File: src/design/assert_macros.svh
// Assertion helpers for the design files; gltw_ctrl includes them.
`ifndef ASSERT_MACROS_SVH
`define ASSERT_MACROS_SVH

// Clocked check, idle during reset.
`define ASSERT_CLK(label, prop, msg) \
  label: assert property (@(posedge clk) disable iff (rst) (prop)) else $error(msg);

// Clocked check that also holds during reset.
`define ASSERT_CLK_ALWAYS(label, prop, msg) \
  label: assert property (@(posedge clk) (prop)) else $error(msg);

`endif

File: src/design/gltw_pkg.sv
package gltw_pkg;

  localparam int MAX_DIM   = 64;
  localparam int MAX_CELLS = 64;
  localparam int COORD_W   = $clog2(MAX_DIM);
  localparam int DIM_W     = COORD_W + 1;
  localparam int ERR_W     = COORD_W + 3;
  localparam int IDX_W     = 12;
  localparam int CNT_W     = $clog2(MAX_CELLS);
  localparam int IN_W      = 4 * COORD_W;
  localparam int OUT_W     = ((IDX_W + 7) / 8) * 8;
  localparam int REG_IDX_W = 1;

  localparam logic [DIM_W-1:0] DIM_RESET = DIM_W'(16);

  // Configuration register indexes.
  localparam logic [REG_IDX_W-1:0] REG_GRID_COLUMNS = 1'b0;
  localparam logic [REG_IDX_W-1:0] REG_GRID_ROWS    = 1'b1;

  typedef struct packed {
    logic load;
    logic step;
  } dp_cmd_t;

  typedef struct packed {
    logic out_free;
    logic stop;
  } dp_status_t;

  // A count of zero acts as one, a count above MAX_DIM acts as MAX_DIM.
  function automatic logic [DIM_W-1:0] eff_dim(input logic [DIM_W-1:0] v);
    logic [DIM_W-1:0] r;
    if (v == '0) begin
      r = DIM_W'(1);
    end else if (v > DIM_W'(MAX_DIM)) begin
      r = DIM_W'(MAX_DIM);
    end else begin
      r = v;
    end
    return r;
  endfunction

endpackage

File: src/design/gltw_datapath.sv
module gltw_datapath (
  input  logic                          clk,
  input  logic                          rst,
  input  logic                          cfg_we,
  input  logic [gltw_pkg::REG_IDX_W-1:0] cfg_index,
  input  logic [gltw_pkg::DIM_W-1:0]    cfg_data,
  input  logic [gltw_pkg::IN_W-1:0]     s_tdata,
  input  gltw_pkg::dp_cmd_t             cmd,
  output gltw_pkg::dp_status_t          status,
  output logic                          m_tvalid,
  input  logic                          m_tready,
  output logic [gltw_pkg::OUT_W-1:0]    m_tdata,
  output logic                          m_tlast
);

  localparam int CW = gltw_pkg::COORD_W;
  localparam int DW = gltw_pkg::DIM_W;
  localparam int EW = gltw_pkg::ERR_W;
  localparam int IW = gltw_pkg::IDX_W;

  logic [DW-1:0] grid_columns;
  logic [DW-1:0] grid_rows;

  logic [CW-1:0] cur_col, cur_row, goal_col, goal_row;
  logic [CW-1:0] dx, ady;
  logic          col_down, row_down;
  logic signed [EW-1:0] step_error;
  logic [gltw_pkg::CNT_W-1:0] cnt;
  logic [IW-1:0] tile_index;

  logic [CW-1:0] in_scol, in_srow, in_ecol, in_erow;
  logic [DW-1:0] cols_eff, rows_eff;
  logic [CW-1:0] col_sat, row_sat;
  logic [DW+CW-1:0] row_base;
  logic [IW-1:0] idx_next;
  logic          at_last, xstep, ystep, stop;
  logic signed [EW:0] e2, neg_ady, pos_dx;
  logic signed [EW-1:0] err_next;

  assign in_scol = s_tdata[CW-1:0];
  assign in_srow = s_tdata[2*CW-1:CW];
  assign in_ecol = s_tdata[3*CW-1:2*CW];
  assign in_erow = s_tdata[4*CW-1:3*CW];

  // Cell index of the current walk position, saturated to the grid.
  always_comb begin
    cols_eff = gltw_pkg::eff_dim(grid_columns);
    rows_eff = gltw_pkg::eff_dim(grid_rows);
    col_sat  = ({1'b0, cur_col} >= cols_eff) ? CW'(cols_eff - DW'(1)) : cur_col;
    row_sat  = ({1'b0, cur_row} >= rows_eff) ? CW'(rows_eff - DW'(1)) : cur_row;
    row_base = cols_eff * row_sat;
    idx_next = IW'(row_base + (DW+CW)'(col_sat));
  end

  // Bresenham step decision for the current cell.
  always_comb begin
    at_last  = (cur_col == goal_col) && (cur_row == goal_row);
    e2       = {step_error, 1'b0};
    neg_ady  = -$signed({{(EW+1-CW){1'b0}}, ady});
    pos_dx   = $signed({{(EW+1-CW){1'b0}}, dx});
    xstep    = (e2 >= neg_ady);
    ystep    = (e2 <= pos_dx);
    stop     = at_last || (xstep && (cur_col == goal_col)) ||
               (ystep && (cur_row == goal_row)) ||
               (cnt == gltw_pkg::CNT_W'(gltw_pkg::MAX_CELLS - 1));
    err_next = step_error
             - (xstep ? $signed({{(EW-CW){1'b0}}, ady}) : '0)
             + (ystep ? $signed({{(EW-CW){1'b0}}, dx}) : '0);
  end

  assign status.out_free = !m_tvalid || m_tready;
  assign status.stop     = stop;

  always_ff @(posedge clk) begin
    if (rst) begin
      grid_columns <= gltw_pkg::DIM_RESET;
      grid_rows    <= gltw_pkg::DIM_RESET;
      m_tvalid     <= 1'b0;
    end else begin
      if (cfg_we) begin
        case (cfg_index)
          gltw_pkg::REG_GRID_COLUMNS: grid_columns <= cfg_data;
          gltw_pkg::REG_GRID_ROWS:    grid_rows    <= cfg_data;
          default: ;
        endcase
      end
      if (cmd.step) begin
        m_tvalid <= 1'b1;
      end else if (m_tready) begin
        m_tvalid <= 1'b0;
      end
    end
  end

  always_ff @(posedge clk) begin
    if (cmd.load) begin
      cur_col    <= in_scol;
      cur_row    <= in_srow;
      goal_col   <= in_ecol;
      goal_row   <= in_erow;
      dx         <= (in_ecol >= in_scol) ? (in_ecol - in_scol) : (in_scol - in_ecol);
      ady        <= (in_erow >= in_srow) ? (in_erow - in_srow) : (in_srow - in_erow);
      col_down   <= !(in_scol < in_ecol);
      row_down   <= !(in_srow < in_erow);
      step_error <= $signed({{(EW-CW){1'b0}}, ((in_ecol >= in_scol) ?
                    (in_ecol - in_scol) : (in_scol - in_ecol))})
                  - $signed({{(EW-CW){1'b0}}, ((in_erow >= in_srow) ?
                    (in_erow - in_srow) : (in_srow - in_erow))});
      cnt        <= '0;
    end else if (cmd.step) begin
      tile_index <= idx_next;
      m_tlast    <= at_last;
      cnt        <= cnt + gltw_pkg::CNT_W'(1);
      step_error <= err_next;
      if (xstep) begin
        cur_col <= col_down ? (cur_col - CW'(1)) : (cur_col + CW'(1));
      end
      if (ystep) begin
        cur_row <= row_down ? (cur_row - CW'(1)) : (cur_row + CW'(1));
      end
    end
  end

  assign m_tdata = gltw_pkg::OUT_W'(tile_index);

endmodule

File: src/design/gltw_ctrl.sv
`include "assert_macros.svh"

module gltw_ctrl (
  input  logic                 clk,
  input  logic                 rst,
  input  logic                 s_tvalid,
  output logic                 s_tready,
  output gltw_pkg::dp_cmd_t    cmd,
  input  gltw_pkg::dp_status_t status
);

  typedef enum logic {ST_IDLE, ST_WALK} state_t;

  state_t state;

  always_comb begin
    cmd.load = s_tvalid && s_tready;
    cmd.step = (state == ST_WALK) && status.out_free;
  end

  always_ff @(posedge clk) begin
    if (rst) begin
      state    <= ST_IDLE;
      s_tready <= 1'b1;
    end else begin
      case (state)
        ST_IDLE: begin
          if (cmd.load) begin
            state    <= ST_WALK;
            s_tready <= 1'b0;
          end
        end
        ST_WALK: begin
          if (cmd.step && status.stop) begin
            state    <= ST_IDLE;
            s_tready <= 1'b1;
          end
        end
        default: begin
          state    <= ST_IDLE;
          s_tready <= 1'b1;
        end
      endcase
    end
  end

  `ASSERT_CLK(a_ready_matches_idle, s_tready == (state == ST_IDLE), "ready out of step with state")
  `ASSERT_CLK(a_load_starts_walk, cmd.load |=> (state == ST_WALK), "load did not start a walk")
  `ASSERT_CLK(a_stop_ends_walk, (cmd.step && status.stop) |=> s_tready, "walk did not end on stop")
  `ASSERT_CLK_ALWAYS(a_no_load_and_step, !(cmd.load && cmd.step), "load and step together")

endmodule

File: src/design/grid_line_tile_walker.sv
// The first cell of a line reaches m_tdata once its accepted beat loads the walk and a
// walk step fills the output register. Throughput: one cell per cycle while m_tready is
// high; a line has N cells, N = max of the column and row distance plus one (at most 64).
// Walk step and output register set that rate: one Bresenham step per cycle if out_free.
// Reset (rst, synchronous): walk idle, output empty, grid_columns and grid_rows back to 16.
module grid_line_tile_walker (
  input  logic                           clk,
  input  logic                           rst,
  // Configuration writes: index 0 is grid_columns, index 1 is grid_rows.
  input  logic                           cfg_we,
  input  logic [gltw_pkg::REG_IDX_W-1:0] cfg_index,
  input  logic [gltw_pkg::DIM_W-1:0]     cfg_data,
  // Line request beat.
  input  logic                           s_tvalid,
  output logic                           s_tready,
  input  logic [gltw_pkg::IN_W-1:0]      s_tdata,  // start_col, start_row, end_col, end_row
  // One beat per line cell; tlast marks the cell equal to the end point.
  output logic                           m_tvalid,
  input  logic                           m_tready,
  output logic [gltw_pkg::OUT_W-1:0]     m_tdata,  // tile_index, zero pad
  output logic                           m_tlast   // is_last
);

  gltw_pkg::dp_cmd_t    cmd;
  gltw_pkg::dp_status_t status;

  // The controller accepts one line at a time and clocks the walk forward
  // whenever the output register is free or being emptied this cycle.
  gltw_ctrl u_ctrl (
    .clk      (clk),
    .rst      (rst),
    .s_tvalid (s_tvalid),
    .s_tready (s_tready),
    .cmd      (cmd),
    .status   (status)
  );

  // The datapath holds the walk position, the error term and the grid size,
  // and forms the saturated tile index of each cell into the output register.
  gltw_datapath u_datapath (
    .clk       (clk),
    .rst       (rst),
    .cfg_we    (cfg_we),
    .cfg_index (cfg_index),
    .cfg_data  (cfg_data),
    .s_tdata   (s_tdata),
    .cmd       (cmd),
    .status    (status),
    .m_tvalid  (m_tvalid),
    .m_tready  (m_tready),
    .m_tdata   (m_tdata),
    .m_tlast   (m_tlast)
  );

endmodule
File: config.mk
export PLATFORM = sky130hd
export DESIGN_NAME = grid_line_tile_walker
export DESIGN_NICKNAME = d
export VERILOG_FILES = /design/src/design/gltw_pkg.sv /design/src/design/gltw_datapath.sv /design/src/design/gltw_ctrl.sv /design/src/design/grid_line_tile_walker.sv
export VERILOG_INCLUDE_DIRS = /design/src /design/src/design
export SDC_FILE = /design/constraint.sdc
export NUM_CORES = 1
export LEC_CHECK = 0
export BUFFER_PORTS_ARGS = -buffer_cell sky130_fd_sc_hd__buf_2
export CORE_MARGIN = 2
export CORE_UTILIZATION = 50
export CTS_CLUSTER_DIAMETER = 40
export DETAILED_ROUTE_END_ITERATION = 6
export MAX_ROUTING_LAYER = met4
export PLACE_DENSITY = 0.68
export SLEW_MARGIN = 20
export SYNTH_ARGS = -nofsm -noshare
export SYNTH_HDL_FRONTEND = slang
export SYNTH_SLANG_ARGS = --single-unit
export TNS_END_PERCENT = 1
File: constraint.sdc
create_clock -name clk -period 13.55 [get_ports clk]
set_input_delay 0.6775 -clock clk [delete_from_list [all_inputs] [get_ports clk]]
set_output_delay 0.6775 -clock clk [all_outputs]
set_load 0.1 [all_outputs]
# Yosys cells after proc, flatten, opt, wreduce, memory -nomap -nowiden
# Index checks and enable logic that the tools add are counted.
dict set report word_totals {
  reg_bits 83
  input_bits 37
  out_inout_bits 19
  wordCells 105
}
dict set report classes {
  addsub 16
  mul 1
  magnitude_cmp 10
  n_eq_ne 5
  muxes 28
  bitwise 3
  n_reduce_logical 25
}
# cell count
set ops {}
lappend ops {{$mux W6} 14}
lappend ops {{$mux W7} 4}
lappend ops {{$sub A6 B1 Y6 const B} 4}
lappend ops {{$sub A6 B6 Y6} 4}
lappend ops {{$add A6 B1 Y6 const B} 3}
lappend ops {{$mux W9} 2}
lappend ops {{$ge A6 B7 Y1} 2}
lappend ops {{$gt A7 B7 Y1 const B} 2}
lappend ops {{$logic_not A7 Y1} 2}
lappend ops {{$add A12 B6 Y12} 1}
lappend ops {{$eq A6 B6 Y1} 2}
lappend ops {{$ge A6 B6 Y1} 2}
lappend ops {{$lt A6 B6 Y1} 2}
lappend ops {{$mul A7 B6 Y12} 1}
lappend ops {{$reduce_and A2 Y1} 6}
lappend ops {{$ge A10 B10 Y1} 1}
lappend ops {{$le A10 B7 Y1} 1}
lappend ops {{$neg A6 Y10} 1}
lappend ops {{$add A9 B9 Y9} 1}
lappend ops {{$sub A9 B9 Y9} 1}
lappend ops {{$reduce_bool A2 Y1} 4}
lappend ops {{$sub A6 B6 Y7} 1}
lappend ops {{$eq A6 B6 Y1 const B} 1}
lappend ops {{$logic_and A1 B1 Y1} 6}
lappend ops {{6 further kinds} 20}

# Depth between registers and ports, before layout
# Gate-level depths: netlist (run 1).
dict set report logic_depth {
  ltp_word 9
  mapped_depth 26
  ltp_nobuf 26
}

# Cells and area by module
# From an unflattened synthesis (run 1), not the netlist that was laid out.
dict set report hier_totals {
  cells_unflattened 865
  hier_area_um2 7967.6
}
# module instances cells_each area_each_um2 seq_area_each_um2
set modules_own_cells {}
lappend modules_own_cells {gltw_datapath 1 856 7875.1 2222.1}
lappend modules_own_cells {gltw_ctrl 1 9 92.6 40.0}

# Worst setup path after synthesis (run 1)
# No wires, ideal clock.
dict set report synth_timing {
  path_type {register to register}
  from {reg u_datapath.grid_rows[3]}
  to {reg u_datapath.tile_index[11], data pin}
  setup_ns 0.268
  arrival_time_ns 5.763
  required_ns 13.282
  setup_slack_ns 7.519
  path_stages_with_launch 25
  path_buffers 0
  synth_period_minus_slack_ns 6.031
  cell_sequence {dfxtp_1 nor2_1 nand3b_1 nor2_1 o21bai_1 inv_1 ha_1 nand2b_1 a21o_1 a21oi_1 o22ai_2 mux2_2 or2_2 fa_1 fa_1 fa_1 fa_1 inv_1 ha_1 or3_1 o21bai_1 a31oi_1 o21bai_1 a21oi_1 xnor3_1}
}
dict set report synth_via {
  elab_chain_cells 7
  elab_cells_between_ends 9
  classes_between {2 x add/sub; 1 x mul; 2 x order compare; 3 x mux; 1 x reduce/logical}
}
# item line_no
set synth_lines {}
lappend synth_lines {{start: declaration} gltw_datapath.sv:22} ;# logic [DW-1:0] grid_rows;
lappend synth_lines {{start signal: assignment} gltw_datapath.sv:77} ;# grid_rows <= gltw_pkg::DIM_RESET;
lappend synth_lines {{start signal: assignment} gltw_datapath.sv:83} ;# gltw_pkg::REG_GRID_ROWS: grid_rows <= cfg_data;
lappend synth_lines {{$gt A7 B7 Y1} gltw_pkg.sv:35} ;# end else if (v > DIM_W'(MAX_DIM)) begin
lappend synth_lines {{$mux W7} gltw_pkg.sv:35}
lappend synth_lines {{$mux W7 (*)} gltw_pkg.sv:33} ;# if (v == '0) begin
lappend synth_lines {{$sub A6 B1 Y6 or $ge A6 B7 Y1 (tied branches)} gltw_datapath.sv:50} ;# row_sat = ({1'b0, cur_row} >= rows_eff) ? CW'(rows_eff - DW'(1)) : cur_row;
lappend synth_lines {{$mux W6 (*)} gltw_datapath.sv:50}
lappend synth_lines {{$mul A7 B6 Y12 (*)} gltw_datapath.sv:51} ;# row_base = cols_eff * row_sat;
lappend synth_lines {{$add A12 B6 Y12 (*)} gltw_datapath.sv:52} ;# idx_next = IW'(row_base + (DW+CW)'(col_sat));
lappend synth_lines {{via u_datapath.idx_next[11]} gltw_datapath.sv:35} ;# logic [IW-1:0] idx_next;
lappend synth_lines {{end signal: assignment} gltw_datapath.sv:111} ;# tile_index <= idx_next;
lappend synth_lines {{end: declaration} gltw_datapath.sv:29} ;# logic [IW-1:0] tile_index;
# Mark *: on every way through the listed nets, which the timed path passes. The rest lies on a longest branch.
# A chain may end at the register's enable or synchronous reset.

# Worst setup path in the final report (run 1)
# Same ends and word-level chain as after synthesis.

==> results of run 1 <==
## worst register-to-register path, delay by kind of cell (launching register included)
kind / cells / cell delay (ns)
buffers and inverters: 3 / 0.17
XOR/XNOR: 1 / 0.24
AND/OR/NAND/NOR: 6 / 0.89
AO/OA/AOI/OAI: 8 / 1.53
adder cells (fa/ha/maj): 6 / 2.55
flip-flops: 1 / 0.41
multiplexers: 1 / 0.58
## per-stage QoR
stage,worst slack (ns),power [mW],hold WS (ns)
2_1_floorplan,7.52,1.29,0.454
3_3_place_gp,7.22,1.49,0.469
3_5_place_dp,6.99,1.51,0.480
4_1_cts,6.95,1.77,0.488
5_1_grt,6.47,1.93,0.510
6_report,6.92,1.76,0.488
## cell type report
cell class,count,area (µm²)
fill,1435,6660
multi-input combinational,641,5120
sequential,83,2260
inverter,116,435
tap,211,264
timing repair buffer,53,270
clock buffer,16,304
## worst min-delay path by stage
stage               slack [ns]                      end                     from
floorplan                 0.45        u_datapath.cnt[1]        u_datapath.cnt[1]
global placement          0.47        u_datapath.cnt[1]        u_datapath.cnt[1]
detailed placement        0.48        u_datapath.cnt[1]        u_datapath.cnt[1]
CTS                       0.49        u_datapath.cnt[1]        u_datapath.cnt[1]
global route              0.51  u_datapath.grid_rows[0]  u_datapath.grid_rows[0]
finish                    0.49  u_datapath.grid_rows[0]  u_datapath.grid_rows[0]
## registers in the layout, indices dropped and copies added, names as in the netlist, 7 cells and up
signal                   flops
u_datapath.grid_rows         7
u_datapath.step_error        9
u_datapath.grid_columns      7
u_datapath.tile_index       12
## layer usage
metal / vias up / track usage / share of wire / wire (µm)
met2: 107 / 0.329 / 0.45 / 7510
met1: 2817 / 0.308 / 0.50 / 8370
li1: 3012 / - / - / -
met5: - / - / 0 / 0
met4: 0 / 0.0538 / 0.011 / 192
met3: 16 / 0.0279 / 0.042 / 710
## cells in the final DEF (no fill, tap or decap), types with 23 or more instances in the layout
cell | Yosys | routed
fa_1 | 36 | 36
a21oi_1 | 59 | 59
xnor2_1 | 37 | 37
buf_2 | 1 | 51
dfxtp_1 | 23 | 23
xor2_1 | 23 | 23
nand2_1 | 69 | 69
ha_1 | 107 | 107
edfxtp_1 | 60 | 60
inv_1 | 116 | 116
nor2_1 | 80 | 80
## where the power goes
group          switching [mW]  internal, mW
Clock                  0.0973         0.152
Sequential             0.0505         0.368
Combinational           0.639         0.456
Total                   0.787         0.975
## cell families (layout without fill, tap and decap cells)
group / count (synthesis) / after routing / share of synthesized area
and+or+nand+nor: 252 / 252 / 0.151
adders and majority gates: 143 / 143 / 0.261
AOI/OAI and AO/OA: 157 / 157 / 0.132
xor gates and xnor gates: 61 / 61 / 0.0693
buffers and inverters: 135 / 185 / 0.0681
muxes: 24 / 24 / 0.0321
DFF: 83 / 83 / 0.286
other: 1 / 4 / 0.000474
==> out/metrics.yaml, run 1 <==
fp.dieArea_um2: 16800
grt_pass1_vias: 5752
synth_area_um2: 7910
rr_endpoint: "u_datapath.tile_index[11]"
wire_per_inst_um: 15.0
grt_pass1_wl_um: 27700
ff2ff_setup_slack_ns: 6.92
rsz0062_at_grt: "false"
peakVddDrop_mv: 0.100
dr.pass1.iters: 5
drt_iter0_drc: 321
via_per_inst: 5.31
relSlewSlack: 0.334
synth_area_leaders: "edfxtp_1 23%, ha_1 17%, fa_1 9.1%"
boundaryPins: 56
setup_viol: 0
path_clk_slew_ns: 0.06
cp.depth: 25
dpl_cell_area_um2: 8350
worstPathRequired_ns: 13.63
ctsHoldBuffers: 0
leakagePower_nw: 4.10
cts_root_buffer: "clkbuf_16"
r2r_cells: 25
fin_cells: 1120
final-hold-violation-count: 0
core-area_um2: 15300
end_kind: "flip-flop"
ys_ff_latch: 83
period_share: 0.489
status: "complete, no violations"
design_area_um2: 8650
clock_skew_ns: 0.00749
drtAntennaViolNets: 0
antenna_found_initial: 0
n_antenna_cell: 0
slew_violations: 0
track_usage: 0.216
worst-path-buf-inv: 3
critical-path-top-delay-family: "adder cells"
setup.worst_path.end: "u_datapath.tile_index[11]"
cts-buffers-inserted: 9
tightestPinTransition_ns: 0.995
die_width_um: 130
yosysSeqAreaShare: 0.286
startpoint: "u_datapath.grid_rows[3]"
max_stage_delay_ns: 0.58
initial_core_util: 0.516
tns_ns: 0
synthCells: 856
port_buffers: 51
cts_setup_buffers: 0
synthArstFlopShare: 0
hold_class: "reg -> reg"
worstSkewPairLatency_ns: 0.34
ctsResizeCount: 0
ys_top_cells_by_count: "116 x inv_1, 107 x ha_1, 80 x nor2_1"
fin_util: 0.565
vias: 5952
cts_htree_levels: 3
grt_max_degree: 51
critical_path.slowest_cell: "mux2i_1"
clk_path_buf_depth: 2
drive_above_1_share: 0.103
path_class: "reg -> reg"
avgSynthCellArea_um2: 9.23
drt_wl_total_um: 16800
die_h_um: 130
cp_max_fo: 7
synth.most_common_cell: "inv_1"
yosysTopAreaCell: "edfxtp_1"
dp_cells: 1104
ys_types: 74
overflow: 0
fp-row-count: 45
cp-start-kind: "flip-flop"
synth-edff-count: 60
yosys_most_used_dff: "edfxtp_1"
holdPathStages: 2
yosysWarnings: 0
netlist.area_leader.share: 0.228
place_congestion: 0.850
crit_arrival_ns: 6.71
cts_tree: "done"
cts.sinks: 83
syn2layout_area_growth_pct: 9.45
maxCapViolations: 0
r2r_start: "u_datapath.grid_rows[3]"
route.detailed.drc: 0
dp_hpwl_um: 13400
nets: 1084
fmax_mhz: 151
power_density_nw_per_um2: 204
fin_crit_ns: 6.63
crit_top_cell: "fa_1"
(Power assumes the default switching activity.)
==> run 2: changes to the inputs <==
==> constraint.sdc (replaced) <==
create_clock -name clk -period 6.2 [get_ports clk]
set_input_delay 0.31 -clock clk [delete_from_list [all_inputs] [get_ports clk]]
set_output_delay 0.31 -clock clk [all_outputs]
set_load 0.1 [all_outputs]
==> run 2 against run 1 <==
Hold slack got worse by 0.31 ns. Clock-buffer cell count decreased by 1. Setup slack got worse by 6.7 ns. Via count increased by 0.71%. First-iteration DRC count increased by 10%. Clock skew about the same. Utilization increased by 1.3 points. Flip-flop and latch count unchanged. Combinational power increased by 130%. Register-to-register slack got worse by 6.7 ns. Critical path type unchanged. Critical endpoint unchanged. Largest power group unchanged.
==> out/metrics.yaml, run 2 (synthesis gave the netlist of run 1 again) <==
dr.pass1.iters: 5  # unchanged
worst-path-buf-inv: 3  # unchanged
boundaryPins: 56  # unchanged
power_frac_comb: 0.633  # +0.012
worstSkewPairLatency_ns: 0.34  # about the same
leakagePower_nw: 4.19  # +2.4%
power_density_nw_per_um2: 442  # +120%
intPower_mw: 2.19  # +120%
dp_hpwl_um: 13300  # -0.97%
n_antenna_cell: 0  # unchanged
place_congestion: 0.885  # +4.1%
drive_above_1_share: 0.139  # +0.0353
dp_cells: 1121  # +1.5%
rr_endpoint: "u_datapath.tile_index[11]"
nets: 1105  # +1.9%
setup_viol: 0  # unchanged
critical-path-top-delay-family: "adder cells"
peakVddDrop_mv: 0.240  # +140%
clk_path_buf_depth: 2  # unchanged
slew_violations: 0  # unchanged
port_buffers: 51  # unchanged
holdPathStages: 1  # -1
status: "complete, no violations"
fp-row-count: 45  # unchanged
cts-buffers-inserted: 9  # unchanged
hold_end: "u_datapath.goal_row[3]"
clkPwrFrac: 0.136  # -0.005
final_common_cell: "inv_1"
r2r_start: "u_datapath.grid_rows[4]"
drtAntennaViolNets: 0  # unchanged
ff2ff_setup_slack_ns: 0.26  # -6.65 ns
worstPathRequired_ns: 6.28  # -7.35 ns
final_cell_mix: "116 x inv_1, 106 x ha_1, 77 x nor2_1, 69 x nand2_1, 60 x edfxtp_1"
tightestPinTransition_ns: 0.799  # -0.196 ns
period_share: 0.957  # +0.468
crit_arrival_ns: 6.02  # -0.69 ns
critical_path.slowest_cell: "fa_1"
vias: 5994  # +0.71%
cts_htree_levels: 3  # unchanged
path_clk_slew_ns: 0.06  # about the same
relSlewSlack: 0.463  # +0.129
cts_tree: "done"
nFillCells: 1394  # -2.9%
antenna_found_initial: 0  # unchanged
grt_max_degree: 51  # unchanged
hold_class: "in -> reg"
end_kind: "flip-flop"
drt_wl_total_um: 16500  # -1.7%
final-hold-violation-count: 0  # unchanged
syn2layout_area_growth_pct: 12.0
r2r_cells: 25  # unchanged
path_class: "reg -> reg"
initial_core_util: 0.516  # unchanged
dpl_cell_area_um2: 8480  # +1.5%
grt_pass1_vias: 5717  # -0.61%
track_usage: 0.211  # -0.00534
clock_skew_ns: 0.00795  # +0.000459 ns
fmax_mhz: 168  # +12%
hold_start: "s_tdata[21]"
core-area_um2: 15300  # unchanged
design_area_um2: 8860  # +2.4%
overflow: 0  # unchanged
cts.sinks: 83  # unchanged
die_h_um: 130  # unchanged
grt_pass1_wl_um: 27200  # -2.0%
cp_max_fo: 4  # -3
largest_reg_flops: 12  # unchanged
top_register: "u_datapath.tile_index"
maxCapViolations: 0  # unchanged
fin_cells: 1141  # +1.9%
crit_top_cell: "fa_1"
pwr-share-seq: 0.231  # -0.006
cts_root_buffer: "clkbuf_16"
top_regs: "u_datapath.tile_index x12, u_datapath.step_error x9"
switching_share: 0.442  # -0.00458
cp-start-kind: "flip-flop"
route.detailed.drc: 0  # unchanged
drt_iter0_drc: 354  # +10%
max_stage_delay_ns: 0.54  # -0.04 ns
fin_crit_ns: 5.94  # -0.696 ns
via_per_inst: 5.25  # -1.1%
die_width_um: 130  # unchanged
fp.dieArea_um2: 16800  # unchanged
wire_per_inst_um: 14.5  # -3.5%
power_switching_mw: 1.73  # +120%
## run 2: how the worst max path moves through the flow
stage                             from  depth (start not counted)  slack (ns)                   endpoint
2_1_floorplan  u_datapath.grid_rows[3]                         24        0.17  u_datapath.tile_index[11]
3_3_place_gp   u_datapath.grid_rows[0]                         24        0.15  u_datapath.tile_index[11]
3_5_place_dp   u_datapath.grid_rows[0]                         24        0.09  u_datapath.tile_index[11]
4_1_cts        u_datapath.grid_rows[0]                         24        0.07  u_datapath.tile_index[11]
5_1_grt        u_datapath.grid_rows[4]                         25       -0.03  u_datapath.tile_index[11]
6_report       u_datapath.grid_rows[4]                         25        0.26  u_datapath.tile_index[11]
## run 2: cell type report
class	count	area, µm²	share of cell area
multi-input combinational	641	5160	0.583
inverter	116	435	0.0492
sequential	83	2260	0.256
tap	211	264	0.0298
clock buffer	15	292	0.0329
clock inverter	1	5.00	0.000565
timing repair buffer	74	432	0.0487
## run 2: what timing repair did
action,CTS,global route
resized for setup,0,14
setup endpoints to repair,0,2
hold buffers,0,0
buffers inserted,0,4
## run 2: per-stage QoR
stage                     total power, mW  setup TNS, ns  utilization  hold WS [ns]  worst slack (ns)
after floorplan                      2.82              0            -         0.379             0.169
after global placement               3.29              0        0.553         0.466             0.146
after detailed placement             3.32              0        0.553         0.477            0.0937
after CTS                            3.88              0        0.573         0.178            0.0746
after global routing                 4.31        -0.0323        0.578         0.178           -0.0323
final                                3.92              0        0.578         0.183             0.264
## run 2: power groups by stage
stage	Combinational (mW)	Clock, mW	Sequential, mW
3_5_place_dp	2.40	0	0.917
5_1_grt	2.81	0.569	0.923
3_3_place_gp	2.38	0	0.918
6_report	2.48	0.533	0.906
2_1_floorplan	1.76	0	1.06
4_1_cts	2.43	0.539	0.905
## run 2: layer usage
layer | track usage | wire, µm
met1 | 0.300 | 8170
met2 | 0.316 | 7360
met3 | 0.0320 | 778
met4 | 0.0538 | 171
met5 | - | 0
==> run 3: changes to the inputs <==
--- a/config.mk
+++ b/config.mk
@@ -6,6 +6,7 @@
 export SDC_FILE = /design/constraint.sdc
 export NUM_CORES = 1
 export LEC_CHECK = 0
+export ABC_AREA = 1
 export BUFFER_PORTS_ARGS = -buffer_cell sky130_fd_sc_hd__buf_2
 export CORE_MARGIN = 2
 export CORE_UTILIZATION = 50
==> run 3 against run 2 <==
Utilization fell by 0.88 points. First-iteration DRC count increased by 33%. Setup slack improved by 0.22 ns. Via count rose by 6.5%. Power up 6.8%. Register-to-register slack gained 0.22 ns. Clock skew hardly changed. Sequential power up 2.4%. Critical path type unchanged. Largest cell class unchanged.
==> out/metrics.yaml, run 3 <==
status: "complete, no violations"
power_density_nw_per_um2: 480  # +8.5%
n_antenna_cell: 0  # unchanged
r2r_start: "u_datapath.grid_rows[2]"
worstSkewPairLatency_ns: 0.35  # about the same
synthCells: 973  # +14%
drt_wl_total_um: 16800  # +2.1%
largest_reg_flops: 12  # unchanged
cts_setup_buffers: 0  # unchanged
yosysSeqAreaShare: 0.287  # +0.000363
startpoint: "u_datapath.grid_rows[2]"
rsz0062_at_grt: "false"
cts-buffers-inserted: 9  # unchanged
holdPathStages: 2  # +1
ys_types: 48  # -35%
worst-path-buf-inv: 6  # +3
ctsHoldBuffers: 0  # unchanged
cts_tree: "done"
wire_per_inst_um: 13.5  # -6.3%
peakVddDrop_mv: 0.234  # -2.5%
core-area_um2: 15300  # unchanged
fp-row-count: 45  # unchanged
synth.most_common_cell: "inv_1"
grt_pass1_wl_um: 27900  # +2.8%
cp-start-kind: "flip-flop"
drive_above_1_share: 0.0891  # -0.0496
port_buffers: 51  # unchanged
ys_ff_latch: 83  # unchanged
syn2layout_area_growth_pct: 10.5
crit_top_cell: "inv_1"
ctsResizeCount: 0  # unchanged
drtAntennaViolNets: 0  # unchanged
cp_max_fo: 10  # +6
final-hold-violation-count: 0  # unchanged
critical_path.slowest_cell: "fa_1"
synth-edff-count: 60  # unchanged
place_congestion: 0.909  # +2.6%
antenna_found_initial: 0  # unchanged
avgSynthCellArea_um2: 8.11  # -12%
die_width_um: 130  # about the same
hold_start: "rst"
top_register: "u_datapath.tile_index"
vias: 6384  # +6.5%
cts.sinks: 83  # unchanged
yosys_most_used_dff: "edfxtp_1"
tightestPinTransition_ns: 0.928  # +0.129 ns
final_common_cell: "inv_1"
dr.pass1.iters: 5  # unchanged
track_usage: 0.217  # +0.00618
cp.depth: 26  # +4.0%
overflow: 0  # unchanged
cts_root_buffer: "clkbuf_16"
final_cell_mix: "182 x inv_1, 136 x nand2_1, 107 x nor2_1, 107 x ha_1, 72 x o21ai_0"
worstPathRequired_ns: 6.29  # about the same
clk_path_buf_depth: 2  # unchanged
top_regs: "u_datapath.tile_index x12, u_datapath.step_error x9"
slew_violations: 0  # unchanged
yosysWarnings: 0  # unchanged
maxCapViolations: 0  # unchanged
clock_skew_ns: 0.00755  # -0.000400 ns
fin_crit_ns: 5.72  # -0.221 ns
path_clk_slew_ns: 0.06  # about the same
yosysTopAreaCell: "edfxtp_1"
netlist.area_leader.share: 0.228  # +0.000289
initial_core_util: 0.516  # -0.000654
cts_htree_levels: 3  # unchanged
period_share: 0.922  # -0.0357
nets: 1208  # +9.3%
dp_hpwl_um: 13700  # +3.4%
path_class: "reg -> reg"
fp.dieArea_um2: 16800  # -0.12%
synthArstFlopShare: 0  # unchanged
die_h_um: 130  # about the same
relSlewSlack: 0.375  # -0.0885
boundaryPins: 56  # unchanged
grt_pass1_vias: 5863  # +2.6%
setup_viol: 0  # unchanged
max_stage_delay_ns: 0.57  # +0.03 ns
drt_iter0_drc: 470  # +33%
critical-path-top-delay-family: "adder cells"
leakagePower_nw: 4.37  # +4.3%
hold_class: "in -> reg"
fmax_mhz: 175  # +3.9%
tns_ns: 0  # unchanged
via_per_inst: 5.13  # -2.3%
crit_arrival_ns: 5.81  # -0.21 ns
r2r_cells: 26  # +4.0%
synth_area_um2: 7900  # -0.13%
dpl_cell_area_um2: 8380  # -1.1%
design_area_um2: 8720  # -1.5%
grt_max_degree: 55  # +7.8%
synth_area_leaders: "edfxtp_1 23%, ha_1 17%, fa_1 9.1%"
end_kind: "flip-flop"
route.detailed.drc: 0  # unchanged
ys_top_cells_by_count: "183 x inv_1, 137 x nand2_1, 107 x ha_1, 107 x nor2_1, 72 x o21ai_0"
run 3: final cells by class:
type,instances,area (µm²)
clock inverters,2,37.5
inverters,187,702
multi-input cells,692,4870
flip-flops and latches,83,2260
well taps,211,264
repair buffers,55,285
clock buffers,14,297
fillers,1459,6590
run 3: logic make-up (layout without fill, tap and decap cells):
| logic type | count (synthesis) | count (layout) | share of synthesized area |
|---|---|---|---|
| xor+xnor | 48 | 48 | 0.0532 |
| buf+inv | 201 | 258 | 0.0979 |
| flops | 83 | 83 | 0.287 |
| other cells | 1 | 4 | 0.000475 |
| mux | 4 | 4 | 0.00523 |
| simple gates | 315 | 315 | 0.168 |
| fa+ha+maj | 143 | 143 | 0.261 |
| compound gates | 178 | 178 | 0.127 |
run 3: worst reg2reg max path, delay by kind of cell, from the launching register on:
kind,cells,cell delay (ns)
AOI/OAI and AO/OA,3,0.55
xor gates and xnor gates,1,0.14
adders and majority gates,6,2.79
buffers and inverters,6,0.55
DFF,1,0.35
and+or+nand+nor,10,1.08
run 3: stage by stage:
| stage | std cells | utilization | hold WS (ns) | setup slack (ns) | total power, mW |
|---|---|---|---|---|---|
| 6_report | 1244 | 0.569 | 0.125 | 0.485 | 4.18 |
| 5_1_grt | 1244 | 0.569 | 0.129 | 0.00752 | 4.61 |
| 4_1_cts | 1244 | 0.569 | 0.124 | 0.439 | 4.20 |
| 3_5_place_dp | 1228 | 0.547 | 0.447 | 0.460 | 3.57 |
| 3_3_place_gp | 1228 | 0.547 | 0.441 | 0.571 | 3.54 |
| 2_1_floorplan | 976 | - | 0.379 | 0.943 | 3.03 |
run 3: final timing paths:
path	endpoint	slack, ns
max	u_datapath.tile_index[9]	0.48
min	u_datapath.m_tvalid	0.13
max reg2reg	u_datapath.tile_index[9]	0.48
min reg2reg	u_datapath.cnt[5]	0.46
run 3: report_power, final:
part | total, mW | switching (mW) | internal, mW | leakage [nW]
sequential | 0.928 | 0.101 | 0.827 | 0.766
clock | 0.590 | 0.217 | 0.372 | 0.159
combinational | 2.67 | 1.70 | 0.964 | 3.45
total | 4.18 | 2.02 | 2.16 | 4.37
run 3: per-layer routing:
| layer | track usage | part of all wire | vias to the layer above |
|---|---|---|---|
| li1 | - | - | 3296 |
| met1 | 0.313 | 0.52 | 2947 |
| met2 | 0.320 | 0.43 | 127 |
| met3 | 0.0326 | 0.043 | 14 |
| met4 | 0.0563 | 0.012 | 0 |
| met5 | - | 0 | - |
